===== config.mk =====
export PLATFORM = sky130hd
export DESIGN_NAME = pointer_drag_gesture_tracker
export DESIGN_NICKNAME = d
export VERILOG_FILES = /design/src/hw/rtl/dgt_pkg.sv /design/src/hw/rtl/dgt_csr.sv /design/src/hw/rtl/dgt_core.sv /design/src/hw/rtl/pointer_drag_gesture_tracker.sv
export SDC_FILE = /design/constraint.sdc
export NUM_CORES = 2
export LEC_CHECK = 0
export BUFFER_PORTS_ARGS = -buffer_cell sky130_fd_sc_hd__buf_2
export CAP_MARGIN = 40
export CORE_AREA = 2 2 442 444
export CTS_CLUSTER_SIZE = 8
export DETAILED_ROUTE_END_ITERATION = 12
export DIE_AREA = 0 0 444 446
export GPL_ROUTABILITY_DRIVEN = 0
export SYNTH_ARGS = -nofsm -noshare
export SYNTH_HDL_FRONTEND = slang
export SYNTH_SLANG_ARGS = --single-unit

===== constraint.sdc =====
create_clock -name clock -period 27.6 [get_ports clock]
set_input_delay 5.52 -clock clock [delete_from_list [all_inputs] [get_ports clock]]
set_output_delay 5.52 -clock clock [all_outputs]
set_load 0.02 [all_outputs]

===== src/hw/rtl/dgt_pkg.sv =====
`default_nettype none

package dgt_pkg;

   localparam int DELTA_W = 16;
   localparam int TIME_W  = 53;
   localparam int SUM_W   = 32;
   localparam int STEP_W  = 16;
   localparam int COOL_W  = 32;
   localparam int PROD_W  = SUM_W + STEP_W;

   localparam int CSR_INDEX_W = 8;
   localparam int CSR_DATA_W  = 32;

   localparam int REQ_TDATA_W = 88;
   localparam int REQ_TUSER_W = 2;
   localparam int RSP_TDATA_W = 8;

   localparam logic [1:0] OP_PRESS   = 2'd0;
   localparam logic [1:0] OP_RELEASE = 2'd1;
   localparam logic [1:0] OP_MOTION  = 2'd2;

   localparam logic [CSR_INDEX_W-1:0] CSR_HORIZONTAL_STEP = 8'd0;
   localparam logic [CSR_INDEX_W-1:0] CSR_VERTICAL_STEP   = 8'd1;
   localparam logic [CSR_INDEX_W-1:0] CSR_COOLDOWN_NS     = 8'd2;
   localparam logic [CSR_INDEX_W-1:0] CSR_FOLLOW_DRAG     = 8'd3;

   localparam logic [STEP_W-1:0] HORIZONTAL_STEP_RESET = 16'd150;
   localparam logic [STEP_W-1:0] VERTICAL_STEP_RESET   = 16'd150;
   localparam logic [COOL_W-1:0] COOLDOWN_NS_RESET     = 32'd250000000;

   typedef enum logic [2:0] {
      ACT_NONE         = 3'd0,
      ACT_LEFT         = 3'd1,
      ACT_RIGHT        = 3'd2,
      ACT_OVERVIEW     = 3'd3,
      ACT_APP_OVERVIEW = 3'd4
   } action_type;

   typedef enum logic [1:0] {
      AXIS_NONE       = 2'd0,
      AXIS_HORIZONTAL = 2'd1,
      AXIS_VERTICAL   = 2'd2
   } axis_type;

   typedef struct packed {
      logic [STEP_W-1:0] horizontal_step;
      logic [STEP_W-1:0] vertical_step;
      logic [COOL_W-1:0] cooldown_ns;
      logic              follow_drag;
   } cfg_type;

   typedef struct packed {
      logic [1:0]                opcode;
      logic signed [DELTA_W-1:0] delta_x;
      logic signed [DELTA_W-1:0] delta_y;
      logic [TIME_W-1:0]         time_ns;
   } item_type;

   typedef struct packed {
      action_type action;
      logic       replay_click;
   } result_type;

endpackage

`default_nettype wire


===== src/hw/rtl/dgt_csr.sv =====
`default_nettype none

module dgt_csr
   import dgt_pkg::*;
(
   input  wire logic                   clock,
   input  wire logic                   reset,
   input  wire logic                   csr_valid,
   output logic                        csr_ready,
   input  wire logic [CSR_INDEX_W-1:0] csr_index,
   input  wire logic [CSR_DATA_W-1:0]  csr_data,
   output cfg_type                     cfg
);

   cfg_type cfg_ff;
   cfg_type cfg_in;

   assign csr_ready = 1'b1;
   assign cfg       = cfg_ff;

   always_comb begin
      cfg_in = cfg_ff;
      if (csr_valid) begin
         unique case (csr_index)
            CSR_HORIZONTAL_STEP: cfg_in.horizontal_step = csr_data[STEP_W-1:0];
            CSR_VERTICAL_STEP:   cfg_in.vertical_step   = csr_data[STEP_W-1:0];
            CSR_COOLDOWN_NS:     cfg_in.cooldown_ns     = csr_data[COOL_W-1:0];
            CSR_FOLLOW_DRAG:     cfg_in.follow_drag     = csr_data[0];
            default: ;
         endcase
      end
   end

   always_ff @(posedge clock) begin
      if (reset) begin
         cfg_ff.horizontal_step <= HORIZONTAL_STEP_RESET;
         cfg_ff.vertical_step   <= VERTICAL_STEP_RESET;
         cfg_ff.cooldown_ns     <= COOLDOWN_NS_RESET;
         cfg_ff.follow_drag     <= 1'b0;
      end else begin
         cfg_ff <= cfg_in;
      end
   end

endmodule

`default_nettype wire


===== src/hw/rtl/dgt_core.sv =====
`default_nettype none

module dgt_core
   import dgt_pkg::*;
(
   input  wire logic     clock,
   input  wire logic     reset,
   input  wire logic     step_en,
   input  wire item_type item,
   input  wire cfg_type  cfg,
   output result_type    result
);

   logic                    held_ff, held_in;
   logic signed [SUM_W-1:0] sum_x_ff, sum_x_in;
   logic signed [SUM_W-1:0] sum_y_ff, sum_y_in;
   axis_type                locked_ff, locked_in;
   logic                    fired_ff, fired_in;
   logic                    has_fire_ff, has_fire_in;
   logic [TIME_W-1:0]       last_fire_ff, last_fire_in;

   logic signed [SUM_W:0]   sx_wide, sy_wide;
   logic signed [SUM_W-1:0] sx, sy;
   logic [SUM_W-1:0]        ax, ay;
   logic [PROD_W-1:0]       prod_x, prod_y;
   logic                    ax_reaches, ay_reaches;
   axis_type                picked, axis;
   logic [TIME_W-1:0]       elapsed;
   logic                    in_cooldown;
   logic signed [SUM_W:0]   step_pos, step_neg, sx_ext, sx_rem;
   logic signed [SUM_W-1:0] sx_clamped;
   logic                    left;

   assign sx_wide = {sum_x_ff[SUM_W-1], sum_x_ff}
                  + {{(SUM_W+1-DELTA_W){item.delta_x[DELTA_W-1]}}, item.delta_x};
   assign sy_wide = {sum_y_ff[SUM_W-1], sum_y_ff}
                  + {{(SUM_W+1-DELTA_W){item.delta_y[DELTA_W-1]}}, item.delta_y};

   assign sx = (sx_wide[SUM_W] != sx_wide[SUM_W-1])
             ? (sx_wide[SUM_W] ? {1'b1, {(SUM_W-1){1'b0}}} : {1'b0, {(SUM_W-1){1'b1}}})
             : sx_wide[SUM_W-1:0];
   assign sy = (sy_wide[SUM_W] != sy_wide[SUM_W-1])
             ? (sy_wide[SUM_W] ? {1'b1, {(SUM_W-1){1'b0}}} : {1'b0, {(SUM_W-1){1'b1}}})
             : sy_wide[SUM_W-1:0];

   assign ax = sx[SUM_W-1] ? (~sx + 1'b1) : sx;
   assign ay = sy[SUM_W-1] ? (~sy + 1'b1) : sy;

   assign prod_x = PROD_W'(ax) * PROD_W'(cfg.vertical_step);
   assign prod_y = PROD_W'(ay) * PROD_W'(cfg.horizontal_step);

   assign ax_reaches = ax >= SUM_W'(cfg.horizontal_step);
   assign ay_reaches = ay >= SUM_W'(cfg.vertical_step);

   always_comb begin
      if (ax_reaches && (prod_x >= prod_y)) begin
         picked = AXIS_HORIZONTAL;
      end else if (ay_reaches) begin
         picked = AXIS_VERTICAL;
      end else begin
         picked = AXIS_NONE;
      end
   end

   assign axis = (locked_ff != AXIS_NONE) ? locked_ff : picked;

   assign elapsed     = item.time_ns - last_fire_ff;
   assign in_cooldown = has_fire_ff
                      && ((item.time_ns < last_fire_ff)
                          || (elapsed < TIME_W'(cfg.cooldown_ns)));

   assign step_pos = {{(SUM_W+1-STEP_W){1'b0}}, cfg.horizontal_step};
   assign step_neg = -step_pos;
   assign sx_ext   = {sx[SUM_W-1], sx};

   always_comb begin
      if (sx_ext > step_pos) begin
         sx_clamped = step_pos[SUM_W-1:0];
      end else if (sx_ext < step_neg) begin
         sx_clamped = step_neg[SUM_W-1:0];
      end else begin
         sx_clamped = sx;
      end
   end

   assign left   = sx[SUM_W-1];
   assign sx_rem = sx_ext + (left ? step_pos : step_neg);

   always_comb begin
      held_in      = held_ff;
      sum_x_in     = sum_x_ff;
      sum_y_in     = sum_y_ff;
      locked_in    = locked_ff;
      fired_in     = fired_ff;
      has_fire_in  = has_fire_ff;
      last_fire_in = last_fire_ff;
      result.action       = ACT_NONE;
      result.replay_click = 1'b0;
      if (step_en) begin
         case (item.opcode)
            OP_PRESS: begin
               held_in     = 1'b1;
               sum_x_in    = '0;
               sum_y_in    = '0;
               locked_in   = AXIS_NONE;
               fired_in    = 1'b0;
               has_fire_in = 1'b0;
            end
            OP_RELEASE: begin
               if (held_ff) begin
                  held_in             = 1'b0;
                  result.replay_click = !fired_ff;
               end
            end
            OP_MOTION: begin
               if (held_ff) begin
                  sum_x_in = sx;
                  sum_y_in = sy;
                  if (axis == AXIS_VERTICAL) begin
                     locked_in = AXIS_VERTICAL;
                     if (!fired_ff) begin
                        fired_in      = 1'b1;
                        result.action = sy[SUM_W-1] ? ACT_OVERVIEW : ACT_APP_OVERVIEW;
                     end
                  end else if (axis == AXIS_HORIZONTAL) begin
                     locked_in = AXIS_HORIZONTAL;
                     if (in_cooldown) begin
                        sum_x_in = sx_clamped;
                     end else if (ax_reaches) begin
                        sum_x_in      = sx_rem[SUM_W-1:0];
                        last_fire_in  = item.time_ns;
                        has_fire_in   = 1'b1;
                        fired_in      = 1'b1;
                        result.action = (left ^ cfg.follow_drag) ? ACT_LEFT : ACT_RIGHT;
                     end
                  end
               end
            end
            default: ;
         endcase
      end
   end

   always_ff @(posedge clock) begin
      if (reset) begin
         held_ff      <= 1'b0;
         sum_x_ff     <= '0;
         sum_y_ff     <= '0;
         locked_ff    <= AXIS_NONE;
         fired_ff     <= 1'b0;
         has_fire_ff  <= 1'b0;
         last_fire_ff <= '0;
      end else begin
         held_ff      <= held_in;
         sum_x_ff     <= sum_x_in;
         sum_y_ff     <= sum_y_in;
         locked_ff    <= locked_in;
         fired_ff     <= fired_in;
         has_fire_ff  <= has_fire_in;
         last_fire_ff <= last_fire_in;
      end
   end

endmodule

`default_nettype wire


===== src/hw/rtl/pointer_drag_gesture_tracker.sv =====
// Channel  Direction  Handshake                Contents
// req      in         req_tvalid / req_tready  one pointer event per beat
// rsp      out        rsp_tvalid / rsp_tready  one result per beat
// csr      in         csr_valid / csr_ready    register index and write data
//
// Every request beat yields exactly one response beat, via the input then the result register.
// One beat is accepted per cycle while rsp_tready holds; the two registers decouple the sides.
// A stalled response stops the step logic, and the input register then holds the next beat.
// Reset is synchronous and active high; it clears the handshake and gesture state.
// The configuration port is always ready, and a write takes effect on the next cycle.
`default_nettype none

module pointer_drag_gesture_tracker
   import dgt_pkg::*;
(
   input  wire logic                   clock,
   input  wire logic                   reset,
   input  wire logic                   req_tvalid,
   output logic                        req_tready,
   // [84:32] time_ns, [31:16] delta_y, [15:0] delta_x
   input  wire logic [REQ_TDATA_W-1:0] req_tdata,
   // [1:0] opcode
   input  wire logic [REQ_TUSER_W-1:0] req_tuser,
   output logic                        rsp_tvalid,
   input  wire logic                   rsp_tready,
   // [3] replay_click, [2:0] action
   output logic [RSP_TDATA_W-1:0]      rsp_tdata,
   input  wire logic                   csr_valid,
   output logic                        csr_ready,
   input  wire logic [CSR_INDEX_W-1:0] csr_index,
   input  wire logic [CSR_DATA_W-1:0]  csr_data
);

   cfg_type    cfg;
   item_type   in_item_ff, in_item_in;
   logic       in_valid_ff, in_valid_in;
   result_type out_result_ff, out_result_in;
   logic       out_valid_ff, out_valid_in;
   result_type step_result;
   logic       step_en;
   logic       req_accept;

   dgt_csr u_csr (
      .clock     (clock),
      .reset     (reset),
      .csr_valid (csr_valid),
      .csr_ready (csr_ready),
      .csr_index (csr_index),
      .csr_data  (csr_data),
      .cfg       (cfg)
   );

   dgt_core u_core (
      .clock   (clock),
      .reset   (reset),
      .step_en (step_en),
      .item    (in_item_ff),
      .cfg     (cfg),
      .result  (step_result)
   );

   assign step_en    = in_valid_ff && (!out_valid_ff || rsp_tready);
   assign req_tready = !in_valid_ff || step_en;
   assign req_accept = req_tvalid && req_tready;

   always_comb begin
      in_item_in.opcode  = req_tuser;
      in_item_in.delta_x = req_tdata[15:0];
      in_item_in.delta_y = req_tdata[31:16];
      in_item_in.time_ns = req_tdata[84:32];
      if (req_accept) begin
         in_valid_in = 1'b1;
      end else if (step_en) begin
         in_valid_in = 1'b0;
      end else begin
         in_valid_in = in_valid_ff;
      end
      out_result_in = step_result;
      if (step_en) begin
         out_valid_in = 1'b1;
      end else if (rsp_tready) begin
         out_valid_in = 1'b0;
      end else begin
         out_valid_in = out_valid_ff;
      end
   end

   always_ff @(posedge clock) begin
      if (reset) begin
         in_valid_ff  <= 1'b0;
         out_valid_ff <= 1'b0;
      end else begin
         in_valid_ff  <= in_valid_in;
         out_valid_ff <= out_valid_in;
      end
   end

   always_ff @(posedge clock) begin
      if (req_accept) begin
         in_item_ff <= in_item_in;
      end
      if (step_en) begin
         out_result_ff <= out_result_in;
      end
   end

   assign rsp_tvalid = out_valid_ff;
   assign rsp_tdata  = {4'b0000, out_result_ff.replay_click, out_result_ff.action};

endmodule

`default_nettype wire

==> impl_results.md <==
- Result of the run: completed
- Number of inserted diodes: 0
- Synth unique cells: 118
- Iter 0 DRT Violations: 3,634
- Worst slew pin tran: 0.931 ns
- Worst Path Class, Setup: reg -> reg
- Cell with the most instances after synthesis: sky130_fd_sc_hd__inv_1
- Number of endpoints with negative hold slack in the final report: 0
- Max Root-Sink Buffers: 3
- Detail Route Antenna Nets: 0
- Via density: 5.17
- Total placed instance area: 61,700 um^2
- Cts-stage hold buffer count: 0
- Cell types with the largest area share after synthesis: sky130_fd_sc_hd__fa_1, sky130_fd_sc_hd__ha_1, sky130_fd_sc_hd__inv_1, sky130_fd_sc_hd__dfxtp_1, sky130_fd_sc_hd__nand2_1
- Relative slew slack: 36.3%
- Count of flip-flops with a built-in enable after synthesis: 91
- Power per standard cell area: 122 nW/um^2
- Avg Synthesized Cell Area: 8.33 um^2
- Post-route setup slack: 8.73 ns
- Count of warnings emitted by yosys: 0
- Worst-case clock skew: 0.0433 ns
- RSZ-0062 raised after global routing: false
- Die Width: 444 um
- Maximum achievable frequency: 53.0 MHz
- Initial cell density of the core: 29.8%
- Vertical die dimension: 446 um
- Vias in the first global route: 50,698
- Clock slew seen by the registers of the worst setup and hold paths: 0.07 ns
- Category of the worst setup path capture point: flop
- Final Non-Filler Cells: 9,525
- Pin count of the biggest net entering global routing: 75
- Share of the synthesized area in the top cell type: 29.1%
- Root cell of the clock tree: sky130_fd_sc_hd__clkbuf_16
- Post-route clock period utilization: 68.4%
- Area growth from synthesis to layout: 9.14%
- Primary FF master, synth: sky130_fd_sc_hd__dfxtp_1
- Worst VDD drop: 0.192 mV
- DRC violation count after routing: 0
- Count of state elements after synthesis: 280
- Async S/R FF share, synth: 0%
- Number of buffers added for setup after CTS: 0
- Total length of routed wires: 183,000 um
- Routed wl met3: 12,500 um
- Later-pin clock latency in the skew report: 0.66 ns
- Inserted Clock Buffers: 44
- Post-Place Cells: 9,446
- Pleak: 0.0297 uW
- Post-synthesis instance total: 6,932
- Most used cell along the critical path: sky130_fd_sc_hd__fa_1
- Number of detailed-routing iterations run before antenna repair: 6
- H-Tree Level Count: 2
- Fraction of layout instances using a drive strength above 1: 6.39%
- Maxcap violations: 0
- Leading cell types by count after synthesis: sky130_fd_sc_hd__inv_1, sky130_fd_sc_hd__nand2_1, sky130_fd_sc_hd__fa_1, sky130_fd_sc_hd__ha_1, sky130_fd_sc_hd__nor2_1
- Critical Path Max Stage Delay: 0.82 ns
- Area leader, netlist: sky130_fd_sc_hd__fa_1
- Top metal layer carrying routed signals: met5
- Req. time, crit path: 28.15 ns
- Wire length of the first global-routing pass: 288,000 um
- Cells resized by post-CTS repair: 0
- Setup-failing EPs final: 0
- Clock period minus final worst setup slack: 18.87 ns
- Total congestion overflow: 0
- Number of standard-cell rows in the floorplan: 162
- Die footprint: 198,000 um^2
- Total count of max-transition violations in the final report: 0
- Cell with the largest stage delay on the worst path: sky130_fd_sc_hd__edfxtp_1
- Count of boundary I/O pins: 146
- Design area: 63,100 um^2
- Peak fanout along the critical path: 49
- Post-placement setup slack: 9.16 ns
- HPWL after detailed placement: 142,000 um
- Detailed-route via count: 49,256
- WL/cell: 19.2 um
- Clock sink count: 280
- Kind of launch point of the worst setup path: flop
- Portion of the post-synthesis area used by sequential elements: 11.3%
- Synthesized area: 57,800 um^2
- Accumulated negative setup slack: 0 ns
- Core area: 194,000 um^2
- Overall global routing resource usage: 18.4%
- WL met2: 86,600 um
- CTS tree: yes
- Path category of the worst min-delay check: reg -> reg
- IO Port Bufs: 137
- Met1 routed wirelength after detailed routing: 75,800 um
- Nets@finish: 8,481
- Arrival time of data at the critical path endpoint: 19.42 ns
- Initial antenna violation count: 2
==> logic make-up after synthesis <==
family                     share of synthesized area (%)
muxes                                               1.92
adders and majority gates                           41.1
buffers and inverters                               9.58
DFF                                                 11.3
xor gates and xnor gates                            3.77
other                                             0.0130
AOI/OAI and AO/OA                                   13.4
and+or+nand+nor                                     18.9
==> cell type report <==
type	instances	area (um^2)
multi-input combinational	5201	45800
tap	2542	3180
fill	20129	131000
clock inverter	9	150
clock buffer	70	1230
timing repair buffer	288	1900
sequential	280	6520
inverter	1135	4260
==> per-stage QoR <==
stage	hold slack (ns)	total power [uW]	utilization [%]
after floorplan	0.424	5220	-
after global placement	0.446	6910	31.8
after detailed placement	0.450	7050	31.9
after CTS	0.457	7670	32.6
after global routing	0.480	8570	32.6
final	0.456	7680	32.6
==> report_power, final <==
group	switching, uW	internal, uW
combinational	4050	2630
sequential	7.49	437
clock	228	325
total	4290	3390
==> placed cells by master, fill, tap and decap left out, types with 91 or more instances in the layout <==
| cell type | Yosys | routed |
|---|---|---|
| sky130_fd_sc_hd__mux2i_1 | 105 | 105 |
| sky130_fd_sc_hd__buf_2 | 19 | 141 |
| sky130_fd_sc_hd__nor2_1 | 457 | 455 |
| sky130_fd_sc_hd__o21ai_0 | 238 | 238 |
| sky130_fd_sc_hd__ha_1 | 556 | 556 |
| sky130_fd_sc_hd__fa_1 | 840 | 840 |
| sky130_fd_sc_hd__edfxtp_1 | 91 | 91 |
| sky130_fd_sc_hd__buf_4 | 10 | 136 |
| sky130_fd_sc_hd__dfxtp_1 | 189 | 184 |
| sky130_fd_sc_hd__and2_1 | 345 | 344 |
| sky130_fd_sc_hd__xnor2_1 | 161 | 160 |
| sky130_fd_sc_hd__nand2_1 | 892 | 892 |
| sky130_fd_sc_hd__inv_1 | 1128 | 1128 |
| sky130_fd_sc_hd__a21o_1 | 106 | 106 |
| sky130_fd_sc_hd__nor3_1 | 112 | 112 |
| sky130_fd_sc_hd__a21oi_1 | 314 | 314 |
==> per-layer routing <==
layer | GRT usage, % | vias to the layer above
met1 | 23.4 | 24484
met5 | 0 | -
met2 | 31.2 | 1773
met3 | 2.77 | 385
met4 | 7.46 | 4
li1 | - | 22610
==> critical path, delay by kind of cell, from the launching register on <==
family                   cells  cell delay, ns
XOR/XNOR                     2            0.31
flip-flops                   1            0.82
adder cells (fa/ha/maj)     11            4.88
buffers and inverters        8            1.49
AO/OA/AOI/OAI               28            8.28
AND/OR/NAND/NOR             12            2.96
==> flip-flops by register name, summed over array words and instances (netlist names) <==
| signal | cells |
|---|---|
| u_core.fired_ff | 1 |
| u_core.locked_ff | 2 |
| u_core.sum_y_ff | 32 |
| in_valid_ff | 1 |
| u_csr.cfg | 65 |
| in_item_ff | 87 |
| rsp_tvalid | 1 |
| u_core.has_fire_ff | 1 |
| u_core.held_ff | 1 |
| u_core.sum_x_ff | 32 |
| rsp_tdata | 4 |
| u_core.last_fire_ff | 53 |
==> worst paths after layout <==
path                         end            from  cells after the start  slack [ns]
max reg2reg  u_core.sum_x_ff[17]  in_item_ff[84]                     61        8.73
min                u_csr.cfg[21]   u_csr.cfg[21]                      2        0.46
max          u_core.sum_x_ff[17]  in_item_ff[84]                     61        8.73
min reg2reg        u_csr.cfg[21]   u_csr.cfg[21]                      2        0.46
Note: power is estimated with default switching activity, not from simulation.
